$ cat config.mk
export PLATFORM = sky130hd
export DESIGN_NAME = nybble_text_packer_unit
export DESIGN_NICKNAME = d
export VERILOG_FILES = /design/src/rtl/core/ntp_pkg.sv /design/src/rtl/core/ntp_front.sv /design/src/rtl/core/ntp_queue.sv /design/src/rtl/core/ntp_back.sv /design/src/rtl/core/nybble_text_packer_unit.sv
export SDC_FILE = /design/constraint.sdc
export NUM_CORES = 2
export LEC_CHECK = 0
export BUFFER_PORTS_ARGS = -buffer_cell sky130_fd_sc_hd__buf_2
export CAP_MARGIN = 20
export CORE_ASPECT_RATIO = 0.5
export CORE_MARGIN = 2
export CORE_UTILIZATION = 30
export DETAILED_ROUTE_END_ITERATION = 16
export MAX_ROUTING_LAYER = met4
export PLACE_DENSITY = 0.48
export RECOVER_POWER = 25
export SKIP_CTS_REPAIR_TIMING = 1
export SYNTH_ARGS = -nofsm -noshare
export SYNTH_HDL_FRONTEND = slang
export SYNTH_SLANG_ARGS = --single-unit
$ cat constraint.sdc
create_clock -name clk -period 8.75 [get_ports clk]
set_clock_uncertainty 0.2 [all_clocks]
set_input_delay 0.875 -clock clk [delete_from_list [all_inputs] [get_ports clk]]
set_output_delay 0.875 -clock clk [all_outputs]
set_load 0.01 [all_outputs]
$ cat src/rtl/core/ntp_pkg.sv
// ----------------------------------------------------------------------------
// ntp_pkg
// Shared types and code constants for the nybble text packer.
// ----------------------------------------------------------------------------
package ntp_pkg;

  // command codes
  localparam logic CMD_ENCODE = 1'b0;
  localparam logic CMD_WRITE  = 1'b1;

  localparam logic [7:0] NYB_LIMIT   = 8'd14;
  localparam logic [7:0] SHORT_LIMIT = 8'd27;
  localparam logic [7:0] SHORT_BASE  = 8'hF1;
  localparam logic [7:0] LONG_MORE   = 8'hFF;
  localparam logic [7:0] LONG_LAST   = 8'hFE;
  localparam logic [3:0] ESC_NYB     = 4'hF;
  localparam logic [7:0] EXT_LIMIT   = 8'h80;
  localparam logic [7:0] END_BYTE    = 8'h00;

  typedef struct packed {
    logic       cmd;
    logic [7:0] char_code;
    logic [7:0] rank;
    logic       last_char;
  } in_item_t;

  typedef struct packed {
    logic [7:0] out_byte;
    logic       end_of_word;
    logic       range_error;
  } out_item_t;

  // one classified character: one or two bytes to send
  typedef struct packed {
    logic      two;
    out_item_t b0;
    out_item_t b1;
  } job_t;

endpackage

$ cat src/rtl/core/ntp_front.sv
// ----------------------------------------------------------------------------
// ntp_front
// Accepts items, keeps the rank table and classifies each character into a
// job of zero, one or two output bytes, tracking the pending nybble.
// ----------------------------------------------------------------------------
module ntp_front import ntp_pkg::*; #(
  parameter int TABLE_DEPTH = 256
) (
  input  logic     clk,
  input  logic     rst_n,
  input  logic     in_valid,
  output logic     in_stall,
  input  in_item_t in_data,
  output logic     push,
  output job_t     push_job,
  input  logic     q_full
);

  localparam int AW = $clog2(TABLE_DEPTH);
  localparam logic [11:0] DEPTH12 = 12'(TABLE_DEPTH);

  logic [7:0]    mem [TABLE_DEPTH];
  logic [7:0]    rd_r;
  logic          s1_valid_r, s1_valid_nxt;
  logic          s1_cmd_r;
  logic          s1_last_r;
  logic          pend_r, pend_nxt;
  logic [3:0]    nyb_r, nyb_nxt;
  logic [11:0]   rem;
  logic [AW-1:0] addr;
  logic          accept;
  logic          s1_go;
  logic          has_out;
  job_t          job;
  logic [3:0]    nib;

  // address modulo table depth, restoring subtract (handles a quotient of at most 15)
  always_comb begin
    rem = {4'b0, in_data.char_code};
    for (int k = 3; k >= 0; k--) begin
      if (rem >= (DEPTH12 << k)) begin
        rem = rem - (DEPTH12 << k);
      end
    end
    addr = rem[AW-1:0];
  end

  assign accept = in_valid && !in_stall;

  always_ff @(posedge clk) begin
    if (accept) begin
      if (in_data.cmd == CMD_WRITE) begin
        mem[addr] <= in_data.rank;
      end else begin
        rd_r <= mem[addr];
      end
    end
  end

  // classify the character held in stage one
  always_comb begin
    nib      = rd_r[3:0] + 4'd1;
    job      = '0;
    has_out  = 1'b0;
    pend_nxt = pend_r;
    nyb_nxt  = nyb_r;
    if (rd_r < NYB_LIMIT) begin
      if (pend_r) begin
        has_out     = 1'b1;
        job.b0.out_byte = {nyb_r, nib};
        pend_nxt    = 1'b0;
        if (s1_last_r) begin
          job.two = 1'b1;
          job.b1.out_byte = END_BYTE;
          job.b1.end_of_word = 1'b1;
        end
      end else if (s1_last_r) begin
        has_out = 1'b1;
        job.b0.out_byte = {nib, 4'h0};
        job.b0.end_of_word = 1'b1;
      end else begin
        pend_nxt = 1'b1;
        nyb_nxt  = nib;
      end
    end else if (pend_r) begin
      has_out  = 1'b1;
      pend_nxt = 1'b0;
      job.b0.out_byte = {nyb_r, ESC_NYB};
      if (rd_r >= EXT_LIMIT) begin
        job.b0.range_error = 1'b1;
        if (s1_last_r) begin
          job.two = 1'b1;
          job.b1.out_byte = END_BYTE;
          job.b1.end_of_word = 1'b1;
        end
      end else begin
        job.two = 1'b1;
        job.b1.out_byte = {rd_r[6:0], !s1_last_r};
        job.b1.end_of_word = s1_last_r;
      end
    end else if (rd_r < SHORT_LIMIT) begin
      has_out = 1'b1;
      job.b0.out_byte = SHORT_BASE + (rd_r - NYB_LIMIT);
      if (s1_last_r) begin
        job.two = 1'b1;
        job.b1.out_byte = END_BYTE;
        job.b1.end_of_word = 1'b1;
      end
    end else begin
      has_out = 1'b1;
      job.two = 1'b1;
      job.b0.out_byte = s1_last_r ? LONG_LAST : LONG_MORE;
      job.b1.out_byte = rd_r;
      job.b1.end_of_word = s1_last_r;
    end
    if (s1_cmd_r == CMD_WRITE) begin
      has_out  = 1'b0;
      pend_nxt = pend_r;
      nyb_nxt  = nyb_r;
    end
  end

  assign s1_go    = s1_valid_r && (!has_out || !q_full);
  assign in_stall = s1_valid_r && !s1_go;
  assign push     = s1_valid_r && has_out && !q_full;
  assign push_job = job;

  always_comb begin
    s1_valid_nxt = s1_valid_r;
    if (accept) begin
      s1_valid_nxt = 1'b1;
    end else if (s1_go) begin
      s1_valid_nxt = 1'b0;
    end
  end

  always_ff @(posedge clk) begin
    if (!rst_n) begin
      s1_valid_r <= 1'b0;
      pend_r     <= 1'b0;
      nyb_r      <= 4'h0;
    end else begin
      s1_valid_r <= s1_valid_nxt;
      if (s1_go) begin
        pend_r <= pend_nxt;
        nyb_r  <= nyb_nxt;
      end
    end
  end

  always_ff @(posedge clk) begin
    if (accept) begin
      s1_cmd_r  <= in_data.cmd;
      s1_last_r <= in_data.last_char;
    end
  end

  a_stall_needs_item: assert property (@(posedge clk) disable iff (!rst_n)
    in_stall |-> s1_valid_r && q_full)
    else $error("input stalled without a blocked item");

  a_word_end_clears: assert property (@(posedge clk) disable iff (!rst_n)
    (s1_go && s1_cmd_r == CMD_ENCODE && s1_last_r) |=> !pend_r)
    else $error("nybble left pending after word end");

endmodule

$ cat src/rtl/core/ntp_queue.sv
// ----------------------------------------------------------------------------
// ntp_queue
// Two-entry job queue between the classifier and the byte serializer.
// ----------------------------------------------------------------------------
module ntp_queue import ntp_pkg::*; (
  input  logic clk,
  input  logic rst_n,
  input  logic push,
  input  job_t push_job,
  output logic full,
  output logic head_valid,
  output job_t head_job,
  input  logic pop
);

  job_t       ent_r [2];
  logic       wr_ptr_r, rd_ptr_r;
  logic [1:0] cnt_r, cnt_nxt;

  assign full       = (cnt_r == 2'd2);
  assign head_valid = (cnt_r != 2'd0);
  assign head_job   = ent_r[rd_ptr_r];

  always_comb begin
    cnt_nxt = cnt_r;
    if (push && !pop) begin
      cnt_nxt = cnt_r + 2'd1;
    end else if (pop && !push) begin
      cnt_nxt = cnt_r - 2'd1;
    end
  end

  always_ff @(posedge clk) begin
    if (push) begin
      ent_r[wr_ptr_r] <= push_job;
    end
  end

  always_ff @(posedge clk) begin
    if (!rst_n) begin
      wr_ptr_r <= 1'b0;
      rd_ptr_r <= 1'b0;
      cnt_r    <= 2'd0;
    end else begin
      cnt_r <= cnt_nxt;
      if (push) begin
        wr_ptr_r <= !wr_ptr_r;
      end
      if (pop) begin
        rd_ptr_r <= !rd_ptr_r;
      end
    end
  end

  a_no_overflow: assert property (@(posedge clk) disable iff (!rst_n)
    push |-> !full)
    else $error("job pushed into full queue");

  a_no_underflow: assert property (@(posedge clk) disable iff (!rst_n)
    pop |-> head_valid)
    else $error("job popped from empty queue");

endmodule

$ cat src/rtl/core/ntp_back.sv
// ----------------------------------------------------------------------------
// ntp_back
// Serializes queued jobs into single output bytes through an output register.
// ----------------------------------------------------------------------------
module ntp_back import ntp_pkg::*; (
  input  logic      clk,
  input  logic      rst_n,
  input  logic      head_valid,
  input  job_t      head_job,
  output logic      pop,
  output logic      out_valid,
  input  logic      out_stall,
  output out_item_t out_data
);

  logic      out_valid_r;
  out_item_t out_data_r;
  logic      idx_r, idx_nxt;
  logic      load;

  // output register free or being drained this cycle
  assign load = !out_valid_r || !out_stall;
  assign pop  = load && head_valid && (idx_r || !head_job.two);

  always_comb begin
    idx_nxt = idx_r;
    if (load && head_valid) begin
      idx_nxt = !pop;
    end
  end

  always_ff @(posedge clk) begin
    if (!rst_n) begin
      out_valid_r <= 1'b0;
      idx_r       <= 1'b0;
    end else begin
      idx_r <= idx_nxt;
      if (load) begin
        out_valid_r <= head_valid;
      end
    end
  end

  always_ff @(posedge clk) begin
    if (load && head_valid) begin
      out_data_r <= idx_r ? head_job.b1 : head_job.b0;
    end
  end

  assign out_valid = out_valid_r;
  assign out_data  = out_data_r;

  a_second_byte_has_job: assert property (@(posedge clk) disable iff (!rst_n)
    idx_r |-> head_valid && head_job.two)
    else $error("second byte selected without a two-byte job");

endmodule

$ cat src/rtl/core/nybble_text_packer_unit.sv
// ----------------------------------------------------------------------------
// nybble_text_packer_unit
// Packs words of characters into a nybble/byte coded stream using a
// loadable character-to-rank table.
// ----------------------------------------------------------------------------
//  channel  direction  handshake           payload
//  in_      input      in_valid/in_stall   in_item_t (cmd, char, rank, last)
//  out_     output     out_valid/out_stall out_item_t (byte, eow, error)
//
//  an item is taken every cycle while the job queue has room; a character
//  yields up to two bytes and the serializer sends one byte per cycle while
//  out_stall is low, so two-byte characters are paced by the output port; an
//  item passes the stage-one table read, the job queue and the output register
//  reset clears the pending nybble, the queue and the output valid; the rank
//  table is not cleared and must be loaded before use
//  output stalls back up through the queue to in_stall; table writes and
//  characters that only leave a nybble pending pass without queue space
// ----------------------------------------------------------------------------
module nybble_text_packer_unit import ntp_pkg::*; #(
  parameter int TABLE_DEPTH = 256
) (
  input  logic      clk,
  input  logic      rst_n,
  input  logic      in_valid,
  output logic      in_stall,
  input  in_item_t  in_data,
  output logic      out_valid,
  input  logic      out_stall,
  output out_item_t out_data
);

  logic push, q_full, head_valid, pop;
  job_t push_job, head_job;

  ntp_front #(.TABLE_DEPTH(TABLE_DEPTH)) u_front (
    .clk      (clk),
    .rst_n    (rst_n),
    .in_valid (in_valid),
    .in_stall (in_stall),
    .in_data  (in_data),
    .push     (push),
    .push_job (push_job),
    .q_full   (q_full)
  );

  ntp_queue u_queue (
    .clk        (clk),
    .rst_n      (rst_n),
    .push       (push),
    .push_job   (push_job),
    .full       (q_full),
    .head_valid (head_valid),
    .head_job   (head_job),
    .pop        (pop)
  );

  ntp_back u_back (
    .clk        (clk),
    .rst_n      (rst_n),
    .head_valid (head_valid),
    .head_job   (head_job),
    .pop        (pop),
    .out_valid  (out_valid),
    .out_stall  (out_stall),
    .out_data   (out_data)
  );

endmodule

==> results.json <==
{
  "status": "finished with violations",
  "violations": "capacitance limit, slew limit",
  "dieWidth_um": 740,
  "cts_inserted_buffers": 210,
  "initial_core_util_pct": 30.1,
  "viasPerCell": 5.06,
  "gp_congestion": 0.786,
  "clk_pin_slew_ps": 60,
  "grt_antenna_before_repair": 9,
  "die_area_mm2": 0.275,
  "first_pass_iters": 5,
  "slew_headroom_pct": -308,
  "cpMaxStageDelayCell": "clkbuf_1",
  "numClockSinks": 2121,
  "cts-htree-levels": 4,
  "gr-total-overflow": 0,
  "critPathArrivalTime_ps": 6420,
  "synth_ff_type": "edfxtp_1",
  "grt_usage_pct": 15.7,
  "crit_type": "in -> reg",
  "grt_pass1_vias": 39800,
  "swShare_pct": 21.7,
  "grt_pass1_wl_um": 303000,
  "core_area_mm2": 0.270,
  "fmax_mhz": 163,
  "max-cap-violations": 9,
  "net-switching-power_uw": 4560,
  "power.internal_uw": 16400,
  "post_drt_wl_per_cell_um": 28.2,
  "fin_tns_setup_ps": 0,
  "clockBufferDepth": 4,
  "ant_nets": 0,
  "p_total_uw": 21000,
  "synth_area_per_cell_um2": 21.8,
  "worstMarginPinSlew_ps": 6130,
  "area_growth_pct": 13.6,
  "ys_ff_latch": 2121,
  "cp_slowest_stage_delay_ps": 4130,
  "drtIter0Drc": 4119,
  "syn_inst": 3727,
  "die_h_um": 372,
  "syn-num-nets": 3752,
  "p_leak_uw": 0.0273,
  "critPathMaxFanout": 112,
  "ioPinCount": 34,
  "syn_area_mm2": 0.0813,
  "nets": 3853,
  "worstSetupStartpointType": "input pin",
  "whs_ps": 102,
  "hold_class": "in -> reg",
  "numPortBuffers": 33,
  "async_flop_share_pct": 0,
  "finalWirelength_um": 215000,
  "drv_slew": 919,
  "critPathTopFamily": "buffers and inverters",
  "seqPwrFrac_pct": 53.9,
  "ys_seq_area_share_pct": 78.2,
  "grt_max_degree": 168,
  "powerDensity_mw_per_mm2": 227,
  "yosysUniqueCellTypes": 47,
  "drive_gt1_share_pct": 24.1,
  "clk_latency_ps": 860,
  "ir_drop_mv": 0.161,
  "path_buf_inv": 2,
  "setup_viol": 0,
  "finalCriticalPeriod_ps": 6120,
  "vias": 38600,
  "cp.required_ps": 9050,
  "finalHoldViolations": 0,
  "rsz0062_at_grt": "false",
  "combinationalPowerShare_pct": 5.1,
  "p_clk_share_pct": 41.0,
  "synth_edf_count": 2108,
  "cts_tree": "done",
  "route.detailed.drc": 0,
  "path_cells": "clkbuf_1 -> buf_4",
  "yosysWarningCount": 0,
  "root_buffer": "clkbuf_16",
  "dp_hpwl_um": 124000,
  "worst_setup_path_end_kind": "register",
  "finalCritPeriodShare_pct": 69.9,
  "rows": 135
}
==> worst paths after layout <==
check | start | to | slack [ps] | cells after the start
setup / recovery | in_data[2] | u_front.mem[19][1]$_DFFE_PP_ | 2630 | 2
hold / removal | in_valid | u_front.s1_valid_r$_SDFFE_PN0P_ | 100 | 2
setup reg to reg | u_front.rd_r[7]$_DFFE_PP_ | u_front.mem[5][3]$_DFFE_PP_ | 4400 | 6
hold reg to reg | u_back.out_valid$_SDFFE_PN0P_ | u_back.out_valid$_SDFFE_PN0P_ | 290 | 2
==> cell usage after synthesis (3+ instances only) <==
master	count	area, µm²
nor2_1	268	1010
buf_6	14	158
nand2b_1	3	18.8
buf_1	20	75.1
dfxtp_1	13	260
mux2i_1	9	90.1
o21a_1	4	30.0
nand2_1	29	109
nand3_1	13	65.1
buf_2	49	245
o41ai_1	32	280
nor2b_1	13	81.3
ha_1	3	37.5
buf_4	4	30.0
inv_1	12	45.0
mux4_2	521	11700
nand3_2	8	80.1
a22oi_1	256	1920
xnor2_1	4	35.0
a21oi_1	136	681
a211oi_1	4	30.0
edfxtp_1	2108	63300
nand4_1	9	56.3
o21ai_0	9	45.0
and2_1	7	43.8
clkbuf_1	151	567
==> stage by stage <==
stage	worst slack, ps	area (µm²)	util [%]	std cells
after floorplan	5520	81300	-	3727
after global placement	2740	85900	31.8	7237
after detailed placement	3240	86000	31.8	7244
after CTS	4170	92400	34.2	7615
after global routing	2110	92300	34.2	7621
final	2630	92300	34.2	7623
==> final cells by class <==
cell class / count / area (µm²)
Antenna cell: 6 / 15.0
Clock buffer: 267 / 5560
Multi-Input combinational cell: 1356 / 16800
Sequential cell: 2121 / 63600
Inverter: 12 / 45.0
Fill cell: 25100 / 178000
Timing Repair Buffer: 127 / 970
Clock inverter: 104 / 805
Tap cell: 3630 / 4540
==> cells in the final DEF (no fill, tap or decap), types with 26 or more instances in the layout <==
cell type / Yosys / layout
mux4_2: 521 / 521
a22oi_1: 256 / 256
nor2_1: 268 / 267
a21oi_1: 136 / 136
buf_4: 4 / 78
edfxtp_1: 2108 / 2108
clkinv_2: 0 / 32
clkinv_1: 0 / 51
buf_2: 49 / 26
clkbuf_16: 0 / 212
clkbuf_1: 151 / 60
==> flip-flops by register name, indices dropped and copies added (netlist names), named ones only <==
register,flops
u_queue.cnt_r,2
u_queue.rd_ptr_r,1
u_queue.wr_ptr_r,1
u_front.pend_r,1
u_back.out_valid,1
u_front.s1_last_r,1
u_front.rd_r,8
u_queue.ent_r,40
u_back.idx_r,1
u_front.mem,2048
u_front.s1_cmd_r,1
u_front.nyb_r,4
u_back.out_data,10
u_front.s1_valid_r,1
==> metal layers <==
layer	wire length [µm]	up-vias	GRT usage, %	share of wire (%)
met5	0	-	-	0
met4	4520	0	3.43	2.1
met3	13400	292	2.71	6.2
met2	102000	1194	24.7	48
met1	94700	21200	21.5	44
li1	-	16000	-	-
==> logic make-up (layout without fill, tap and decap cells) <==
family                   after synthesis  in the layout  synth area share (%)
flip-flops                          2121           2121                  78.2
other                                  0              6                     0
AND/OR/NAND/NOR                      362            362                  1.94
buffers and inverters                250            510                  1.38
multiplexers                         531            531                  14.6
XOR/XNOR                               6              6                0.0647
AO/OA/AOI/OAI                        454            454                  3.81
adder cells (fa/ha/maj)                3              3                0.0462
==> power groups by stage <==
stage	registers [µW]	logic (µW)	clock network [µW]
after floorplan	11500	587	0
after global placement	11500	1080	0
after detailed placement	11500	1100	0
after CTS	11300	1100	8790
after global routing	11300	1150	9140
final	11300	1070	8610
No activity file was read; power rests on OpenSTA's default activity.
